===== config.mk =====
export PLATFORM = sky130hd
export DESIGN_NAME = imu_burst_frame_decoder_core
export DESIGN_NICKNAME = d
export VERILOG_FILES = /design/src/hw/rtl/imubfd_pkg.sv /design/src/hw/rtl/imu_burst_frame_decoder_core.sv
export SDC_FILE = /design/constraint.sdc
export NUM_CORES = 2
export LEC_CHECK = 0
export ABC_AREA = 0
export BUFFER_PORTS_ARGS = -buffer_cell sky130_fd_sc_hd__buf_2
export CAP_MARGIN = 20
export CORE_MARGIN = 1
export CORE_UTILIZATION = 59
export CTS_CLUSTER_DIAMETER = 200
export DETAILED_ROUTE_END_ITERATION = 7
export GPL_TIMING_DRIVEN = 0
export HOLD_SLACK_MARGIN = 0.06
export PLACE_DENSITY = 0.88
export SLEW_MARGIN = 20
export SYNTH_ARGS = -nofsm -noshare
export SYNTH_HDL_FRONTEND = slang
export SYNTH_SLANG_ARGS = --single-unit

===== constraint.sdc =====
create_clock -name aclk -period 23.4 [get_ports aclk]
set_input_delay 4.68 -clock aclk [delete_from_list [all_inputs] [get_ports aclk]]
set_output_delay 4.68 -clock aclk [all_outputs]
set_load 0.01 [all_outputs]

===== src/hw/rtl/imubfd_pkg.sv =====
// Shared constants and types for the IMU burst frame decoder.
package imubfd_pkg;

    localparam int GAIN_FRAC_BITS = 14;

    localparam int FULL_LEN  = 22;
    localparam int SHORT_LEN = 12;

    localparam int COUNT_W = 5;
    localparam int CFG_W   = 48;
    localparam int IDX_W   = 3;

    localparam logic [7:0] ST2_OVERFLOW_MASK = 8'h08;
    localparam logic [7:0] ST1_READY_MASK    = 8'h01;

    localparam logic [COUNT_W-1:0] FULL_LAST  = COUNT_W'(FULL_LEN - 1);
    localparam logic [COUNT_W-1:0] SHORT_LAST = COUNT_W'(SHORT_LEN - 1);

    localparam logic [IDX_W-1:0] REG_FRAME_MODE = 3'd0;
    localparam logic [IDX_W-1:0] REG_ACC_BIAS   = 3'd1;
    localparam logic [IDX_W-1:0] REG_GYRO_BIAS  = 3'd2;
    localparam logic [IDX_W-1:0] REG_MAG_OFFSET = 3'd3;
    localparam logic [IDX_W-1:0] REG_MAG_GAIN   = 3'd4;

    localparam logic [CFG_W-1:0] MAG_GAIN_RESET = 48'h4000_4000_4000;

    localparam int PROD_W = 34;
    localparam logic signed [PROD_W-1:0] ROUND_HALF = PROD_W'(1) <<< (GAIN_FRAC_BITS - 1);

    typedef struct packed {
        logic [2:0][15:0] acc;
        logic [2:0][15:0] gyro;
        logic [2:0][15:0] mag;
        logic             full;
        logic             overflow;
        logic             ready;
        logic [47:0]      time_us;
    } frame_t;

endpackage


===== src/hw/rtl/imu_burst_frame_decoder_core.sv =====
// IMU burst frame decoder: byte collection, bias removal and magnetometer correction.
// The frame's last byte loads the capture register; the frame then moves to the result
// register, raising m_valid. Throughput: one byte per cycle; the two registers form a
// two-entry pipeline, and input stalls only while both are full and m_ready is low.
// Reset (aresetn low, synchronous) clears the byte count, held magnetometer value and
// time, pipeline valid flags, and restores register defaults (full frame, unity gains).
module imu_burst_frame_decoder_core (
    input  logic               aclk,
    input  logic               aresetn,

    input  logic               cfg_we,
    input  logic [2:0]         cfg_index,
    input  logic [47:0]        cfg_wdata,

    input  logic               s_valid,
    output logic               s_ready,
    input  logic [7:0]         s_data_byte,
    input  logic               s_frame_start,
    input  logic [47:0]        s_time_us,

    output logic               m_valid,
    input  logic               m_ready,
    output logic signed [16:0] m_acc_x,
    output logic signed [16:0] m_acc_y,
    output logic signed [16:0] m_acc_z,
    output logic signed [16:0] m_gyro_x,
    output logic signed [16:0] m_gyro_y,
    output logic signed [16:0] m_gyro_z,
    output logic signed [17:0] m_mag_x,
    output logic signed [17:0] m_mag_y,
    output logic signed [17:0] m_mag_z,
    output logic               m_mag_fresh,
    output logic               m_status,
    output logic [47:0]        m_mag_time
);

    logic        frame_mode_reg;
    logic [47:0] acc_bias_reg;
    logic [47:0] gyro_bias_reg;
    logic [47:0] mag_offset_reg;
    logic [47:0] mag_gain_reg;

    always_ff @(posedge aclk) begin
        if (!aresetn) begin
            frame_mode_reg <= 1'b1;
            acc_bias_reg   <= '0;
            gyro_bias_reg  <= '0;
            mag_offset_reg <= '0;
            mag_gain_reg   <= imubfd_pkg::MAG_GAIN_RESET;
        end else if (cfg_we) begin
            unique case (cfg_index)
                imubfd_pkg::REG_FRAME_MODE: frame_mode_reg <= cfg_wdata[0];
                imubfd_pkg::REG_ACC_BIAS:   acc_bias_reg   <= cfg_wdata;
                imubfd_pkg::REG_GYRO_BIAS:  gyro_bias_reg  <= cfg_wdata;
                imubfd_pkg::REG_MAG_OFFSET: mag_offset_reg <= cfg_wdata;
                imubfd_pkg::REG_MAG_GAIN:   mag_gain_reg   <= cfg_wdata;
                default: begin
                end
            endcase
        end
    end

    // Byte collection.
    logic [imubfd_pkg::COUNT_W-1:0] byte_count_reg;
    logic [7:0]                     frame_reg [imubfd_pkg::FULL_LEN];
    logic [7:0]                     cur_byte  [imubfd_pkg::FULL_LEN];
    logic [imubfd_pkg::COUNT_W-1:0] idx;
    logic [imubfd_pkg::COUNT_W-1:0] last_idx;
    logic                           in_range;
    logic                           is_last;
    logic                           s_fire;
    logic                           advance;

    imubfd_pkg::frame_t frame_next;
    imubfd_pkg::frame_t cap_reg;
    logic               cap_valid_reg;

    assign idx      = s_frame_start ? '0 : byte_count_reg;
    assign last_idx = frame_mode_reg ? imubfd_pkg::FULL_LAST : imubfd_pkg::SHORT_LAST;
    assign in_range = idx <= last_idx;
    assign is_last  = idx == last_idx;
    assign s_fire   = s_valid && s_ready;
    assign advance  = cap_valid_reg && (!m_valid || m_ready);
    assign s_ready  = !cap_valid_reg || advance;

    always_comb begin
        for (int k = 0; k < imubfd_pkg::FULL_LEN; k++) begin
            cur_byte[k] = (idx == imubfd_pkg::COUNT_W'(k)) ? s_data_byte : frame_reg[k];
        end
        for (int k = 0; k < 3; k++) begin
            frame_next.acc[k]  = {cur_byte[2*k], cur_byte[2*k+1]};
            frame_next.gyro[k] = {cur_byte[6+2*k], cur_byte[7+2*k]};
            frame_next.mag[k]  = {cur_byte[16+2*k], cur_byte[15+2*k]};
        end
        frame_next.full     = frame_mode_reg;
        frame_next.overflow = frame_mode_reg && |(cur_byte[21] & imubfd_pkg::ST2_OVERFLOW_MASK);
        frame_next.ready    = |(cur_byte[14] & imubfd_pkg::ST1_READY_MASK);
        frame_next.time_us  = s_time_us;
    end

    always_ff @(posedge aclk) begin
        if (s_fire && in_range) begin
            for (int k = 0; k < imubfd_pkg::FULL_LEN; k++) begin
                if (idx == imubfd_pkg::COUNT_W'(k)) begin
                    frame_reg[k] <= s_data_byte;
                end
            end
        end
        if (s_fire && in_range && is_last) begin
            cap_reg <= frame_next;
        end
    end

    always_ff @(posedge aclk) begin
        if (!aresetn) begin
            byte_count_reg <= '0;
            cap_valid_reg  <= 1'b0;
        end else begin
            if (s_fire && in_range) begin
                byte_count_reg <= idx + 1'b1;
            end
            if (s_fire && in_range && is_last) begin
                cap_valid_reg <= 1'b1;
            end else if (advance) begin
                cap_valid_reg <= 1'b0;
            end
        end
    end

    // Result computation.
    logic [2:0][15:0] held_mag_reg;
    logic [47:0]      held_time_reg;
    logic             take_new;
    logic [2:0][15:0] mag_src;
    logic [47:0]      time_src;

    logic signed [16:0] acc_res  [3];
    logic signed [16:0] gyro_res [3];
    logic signed [16:0] mag_diff [3];
    logic signed [16:0] gain_s   [3];
    logic signed [imubfd_pkg::PROD_W-1:0] mag_prod [3];
    logic signed [imubfd_pkg::PROD_W-1:0] mag_shr  [3];
    logic signed [17:0] mag_sat  [3];

    assign take_new = cap_reg.full && !cap_reg.overflow && cap_reg.ready;
    assign mag_src  = take_new ? cap_reg.mag : held_mag_reg;
    assign time_src = take_new ? cap_reg.time_us : held_time_reg;

    always_comb begin
        for (int k = 0; k < 3; k++) begin
            acc_res[k]  = $signed({cap_reg.acc[k][15], cap_reg.acc[k]})
                        - $signed({acc_bias_reg[16*k+15], acc_bias_reg[16*k +: 16]});
            gyro_res[k] = $signed({cap_reg.gyro[k][15], cap_reg.gyro[k]})
                        - $signed({gyro_bias_reg[16*k+15], gyro_bias_reg[16*k +: 16]});
            mag_diff[k] = $signed({mag_src[k][15], mag_src[k]})
                        - $signed({mag_offset_reg[16*k+15], mag_offset_reg[16*k +: 16]});
            gain_s[k]   = $signed({1'b0, mag_gain_reg[16*k +: 16]});
            mag_prod[k] = mag_diff[k] * gain_s[k];
            mag_shr[k]  = (mag_prod[k] + imubfd_pkg::ROUND_HALF) >>> imubfd_pkg::GAIN_FRAC_BITS;
            if (mag_shr[k][imubfd_pkg::PROD_W-1:17] == '0
                    || mag_shr[k][imubfd_pkg::PROD_W-1:17] == '1) begin
                mag_sat[k] = mag_shr[k][17:0];
            end else if (mag_shr[k][imubfd_pkg::PROD_W-1]) begin
                mag_sat[k] = 18'sh20000;
            end else begin
                mag_sat[k] = 18'sh1FFFF;
            end
        end
    end

    always_ff @(posedge aclk) begin
        if (!aresetn) begin
            held_mag_reg  <= '0;
            held_time_reg <= '0;
            m_valid       <= 1'b0;
        end else begin
            if (advance) begin
                m_valid <= 1'b1;
                if (take_new) begin
                    held_mag_reg  <= cap_reg.mag;
                    held_time_reg <= cap_reg.time_us;
                end
            end else if (m_ready) begin
                m_valid <= 1'b0;
            end
        end
    end

    always_ff @(posedge aclk) begin
        if (advance) begin
            if (cap_reg.overflow) begin
                m_acc_x     <= '0;
                m_acc_y     <= '0;
                m_acc_z     <= '0;
                m_gyro_x    <= '0;
                m_gyro_y    <= '0;
                m_gyro_z    <= '0;
                m_mag_x     <= '0;
                m_mag_y     <= '0;
                m_mag_z     <= '0;
                m_mag_fresh <= 1'b0;
                m_status    <= 1'b1;
                m_mag_time  <= '0;
            end else begin
                m_acc_x     <= acc_res[0];
                m_acc_y     <= acc_res[1];
                m_acc_z     <= acc_res[2];
                m_gyro_x    <= gyro_res[0];
                m_gyro_y    <= gyro_res[1];
                m_gyro_z    <= gyro_res[2];
                m_status    <= 1'b0;
                m_mag_fresh <= take_new;
                if (cap_reg.full) begin
                    m_mag_x    <= mag_sat[0];
                    m_mag_y    <= mag_sat[1];
                    m_mag_z    <= mag_sat[2];
                    m_mag_time <= time_src;
                end else begin
                    m_mag_x    <= '0;
                    m_mag_y    <= '0;
                    m_mag_z    <= '0;
                    m_mag_time <= '0;
                end
            end
        end
    end

endmodule

==> Flow_metrics.wiki <==
{| class="wikitable"
! Metric !! Value
|-
| Total gr overflow || 0
|-
| Die outline width || around 350 microns
|-
| Largest stage delay on the critical path || 0.73 ns
|-
| Non-filler instance count after layout || 9183
|-
| Kind of critical path || reg2reg
|-
| Iteration count of the initial detailed-routing pass || 8
|-
| EDFF count, synth || 434
|-
| Leak Pwr || ~34 nW
|-
| Worst Path Arrival || roughly 14 ns
|-
| Placement-stage cell area || roughly 0.074 sq mm
|-
| Summed area of non-filler cells in the final layout || 0.07723 sq mm
|-
| Sequential cell area fraction in the yosys report || 30.16%
|-
| Level count of the clock H-tree || 3
|-
| Logic pwr share || 19.9%
|-
| Part of the total power dissipated in the clock network || 38.7%
|-
| Violation count after the first detailed-routing iteration || ~4700
|-
| Power per Cell Area || about 50 mW/mm^2
|-
| # Max-Cap Violations || 0
|-
| Site Rows || 126
|-
| Critical path origin || cap_reg[49]$_DFFE_PP_
|-
| Die outline area || around 0.12 sq mm
|-
| Biggest area contributors in the synthesized netlist || sky130_fd_sc_hd__fa_1 23%, sky130_fd_sc_hd__edfxtp_1 19%, sky130_fd_sc_hd__dfxtp_1 12%
|-
| Average wire length per cell after detail routing || ~21 microns
|-
| Portion of synthesized cell area occupied by the leading cell type || 23.39%
|-
| Final routed DRC violation total || 0
|-
| Total placed cells including tap cells || 9005
|-
| Critical Path Slowest Stage Cell || sky130_fd_sc_hd__o41ai_1
|-
| Cell area after synthesis || 0.07035 sq mm
|-
| Net Count, Synth || 8524
|-
| Clock latency on the worst-skew pair || 0.72 ns
|-
| Die extent in y || 347.3 microns
|-
| Most frequent cell on the critical path || sky130_fd_sc_hd__fa_1
|-
| Detailed placer's ending HPWL || ~150000 microns
|-
| DRT Wirelength || 192900 microns
|-
| Hold Fails Final Rpt || 0
|-
| Clock input transition at the sequential cells of the worst setup and hold paths || 0.07 ns
|-
| Share of flip-flops with an asynchronous set or reset after synthesis || 0%
|-
| Unrepaired setup endpoints after global routing || false
|-
| Post-DR vias/cell || 5.772
|-
| First-pass GRT wire length || 303700 microns
|-
| Flip-flop count of the largest register after layout || 195
|-
| Maximum number of pins on one net before global-route repair || 74
|-
| Final clock period utilization by the worst path || between 50% and 60%
|-
| Min Clock Period, post-route || 13.63 ns
|-
| Reg-to-reg endpoint || m_mag_y[16]$_SDFFCE_PP0P_
|-
| Cell chosen for the clock root || sky130_fd_sc_hd__clkbuf_16
|-
| Net switching power of the design || 1.144 mW
|-
| Clock tree from TritonCTS || done
|-
| Final setup violation count || 0
|-
| Initial antenna violation count || 18
|-
| Placeable Area || 0.1181 sq mm
|-
| Number of gates resized after cts || 0
|-
| Worst supply voltage drop on vdd || between 60 and 70 uV
|-
| CTS Hold Bufs || 0
|-
| Setup fix buffers added after clock tree synthesis || 0
|-
| Maximum clock skew at final layout || approximately 0.032 ns
|-
| Total CTS buffers || 86
|-
| Overall Global Routing Usage || 32.30%
|-
| Synth cell types || 86
|-
| Synth Flop Type || sky130_fd_sc_hd__edfxtp_1
|-
| CTS sink cnt || 843
|-
| Via count of the first global-routing pass || 56074
|-
| Power share of the sequential group || 41.4%
|-
| Top-count cell post-synth || sky130_fd_sc_hd__inv_1
|-
| Average cell area after synthesis || 9.855 sq um
|-
| Net switching share of the total power || 29.60%
|-
| HP Class || reg2reg
|-
| I/O pin count || 321
|-
| Number of buffers inserted by port buffering || 319
|-
| Critical Path RT || 23.80 ns
|-
| Commonest cells post-synth || 1243 x sky130_fd_sc_hd__inv_1, 925 x sky130_fd_sc_hd__nand2_1, 822 x sky130_fd_sc_hd__fa_1
|-
| Layout Area Growth over Synthesis || 9.778%
|-
| Timing-limited maximum frequency || 73.36 MHz
|-
| Vias post-DR || 53008
|-
| Startpoint type of the worst setup path || register
|-
| Worst-margin pin slew || about 1.2 ns
|-
| Layout Nets || 8942
|-
| Number of cell instances on the worst register-to-register path || 39
|-
| Setup_tns || 0 ns
|-
| Worst setup EP type || register
|-
| Largest fanout on the critical path || 10
|-
| Initial cell density of the core || 59.58%
|-
| Share of final-layout standard cells stronger than drive strength 1 || roughly 9.1%
|-
| Max-slew violations || 0
|-
| Post-synth top area cell || sky130_fd_sc_hd__fa_1
|-
| Launch instance of the worst register-to-register path || cap_reg[49]$_DFFE_PP_
|-
| Count of antenna-violating nets left after detailed routing || 0
|-
| Internal power consumption || approximately 2.7 mW
|-
| Final estimated routing congestion in global placement || 0.9880
|-
| Relative max-transition margin || between 10% and 20%
|-
| Status || finished, final reports clean
|-
| Total of warnings raised by yosys || 0
|-
| Worst-case clock buffer depth || 3
|-
| Internal reg-to-reg setup slack || 9.77 ns
|-
| Critical Path End || m_mag_y[16]$_SDFFCE_PP0P_
|-
| Gate count after technology mapping || slightly above 7000
|-
| Number of register bits inferred by synthesis || 843
|}
## power by group through the flow
stage / combinational, mW / sequential [mW] / clock (mW)
floorplan: 0.531 / 1.63 / 0
global placement: 0.721 / 1.63 / 0
detailed placement: 0.755 / 1.63 / 0
CTS: 0.761 / 1.60 / 1.50
global route: 0.855 / 1.60 / 1.56
finish: 0.768 / 1.60 / 1.49
## metal layers
| layer | up-vias | part of all wire, % | track usage (%) |
|---|---|---|---|
| met5 | - | 0.0093 | 0 |
| met4 | 2 | 6.2 | 17.99 |
| met3 | 618 | 9.6 | 6.626 |
| met2 | 2630 | 47 | 53.49 |
| met1 | 26135 | 37 | 39.51 |
| li1 | 23623 | - | - |
## through the flow
step	hold WS, ns	util [%]	power [mW]	setup slack, ns
finish	0.4199	65.41	3.863	9.769
global route	0.4253	65.40	4.018	9.314
CTS	0.4133	65.37	3.865	9.918
detailed placement	0.4045	62.79	2.387	10.06
global placement	0.4006	62.56	2.352	8.230
floorplan	0.4003	-	2.159	11.72
## cell families (layout without fill, tap and decap cells)
group,Yosys count,in the layout,share of synthesized area (%)
simple gates,2133,2133,14.77
buf+inv,1581,2072,8.478
fa+ha+maj,1272,1272,31.39
flops,843,843,30.16
compound gates,841,841,8.616
mux,256,256,3.923
xor+xnor,213,213,2.662
other cells,0,17,0
## worst min path at each step
stage                          startpoint  slack [ns]  cells past startpoint                    end
2_1_floorplan  frame_reg[17][0]$_DFFE_PP_        0.40                      0  cap_reg[67]$_DFFE_PP_
3_3_place_gp   frame_reg[17][2]$_DFFE_PP_        0.40                      0  cap_reg[69]$_DFFE_PP_
3_5_place_dp   frame_reg[17][1]$_DFFE_PP_        0.40                      0  cap_reg[68]$_DFFE_PP_
4_1_cts        frame_reg[19][0]$_DFFE_PP_        0.41                      0  cap_reg[83]$_DFFE_PP_
5_1_grt        frame_reg[19][0]$_DFFE_PP_        0.43                      0  cap_reg[83]$_DFFE_PP_
6_report       frame_reg[19][6]$_DFFE_PP_        0.42                      0  cap_reg[89]$_DFFE_PP_
## cell usage in the layout, fill, tap and decap left out, types with 158 or more instances in the layout
| master | n |
|---|---|
| sky130_fd_sc_hd__nor2b_1 | 170 |
| sky130_fd_sc_hd__nor2_1 | 228 |
| sky130_fd_sc_hd__and2_1 | 461 |
| sky130_fd_sc_hd__fa_1 | 822 |
| sky130_fd_sc_hd__mux2_2 | 158 |
| sky130_fd_sc_hd__ha_1 | 450 |
| sky130_fd_sc_hd__a21boi_0 | 253 |
| sky130_fd_sc_hd__buf_2 | 330 |
| sky130_fd_sc_hd__clkbuf_1 | 308 |
| sky130_fd_sc_hd__inv_1 | 1242 |
| sky130_fd_sc_hd__dfxtp_1 | 409 |
| sky130_fd_sc_hd__edfxtp_1 | 434 |
| sky130_fd_sc_hd__nand2_1 | 925 |
## worst max-delay path, delay by kind of cell (launching register included)
family / cells / cell delay (ns)
adders and majority gates: 8 / 3.74
AOI/OAI and AO/OA: 13 / 3.53
buffers and inverters: 8 / 2.11
and+or+nand+nor: 6 / 1.64
xor gates and xnor gates: 3 / 1.05
DFF: 1 / 0.65
muxes: 1 / 0.60
## area by class of cell
| type | instances | area, sq um |
|---|---|---|
| Buffer | 337 | 1297 |
| Fill cell | 8571 | 40850 |
| Timing Repair Buffer | 330 | 1849 |
| Antenna cell | 17 | 42.54 |
| Multi-Input combinational cell | 4715 | 43170 |
| Clock buffer | 108 | 2405 |
| Inverter | 1244 | 4677 |
| Tap cell | 1536 | 1922 |
| Sequential cell | 843 | 21220 |
| Clock inverter | 53 | 648.1 |
(Power assumes the default switching activity.)
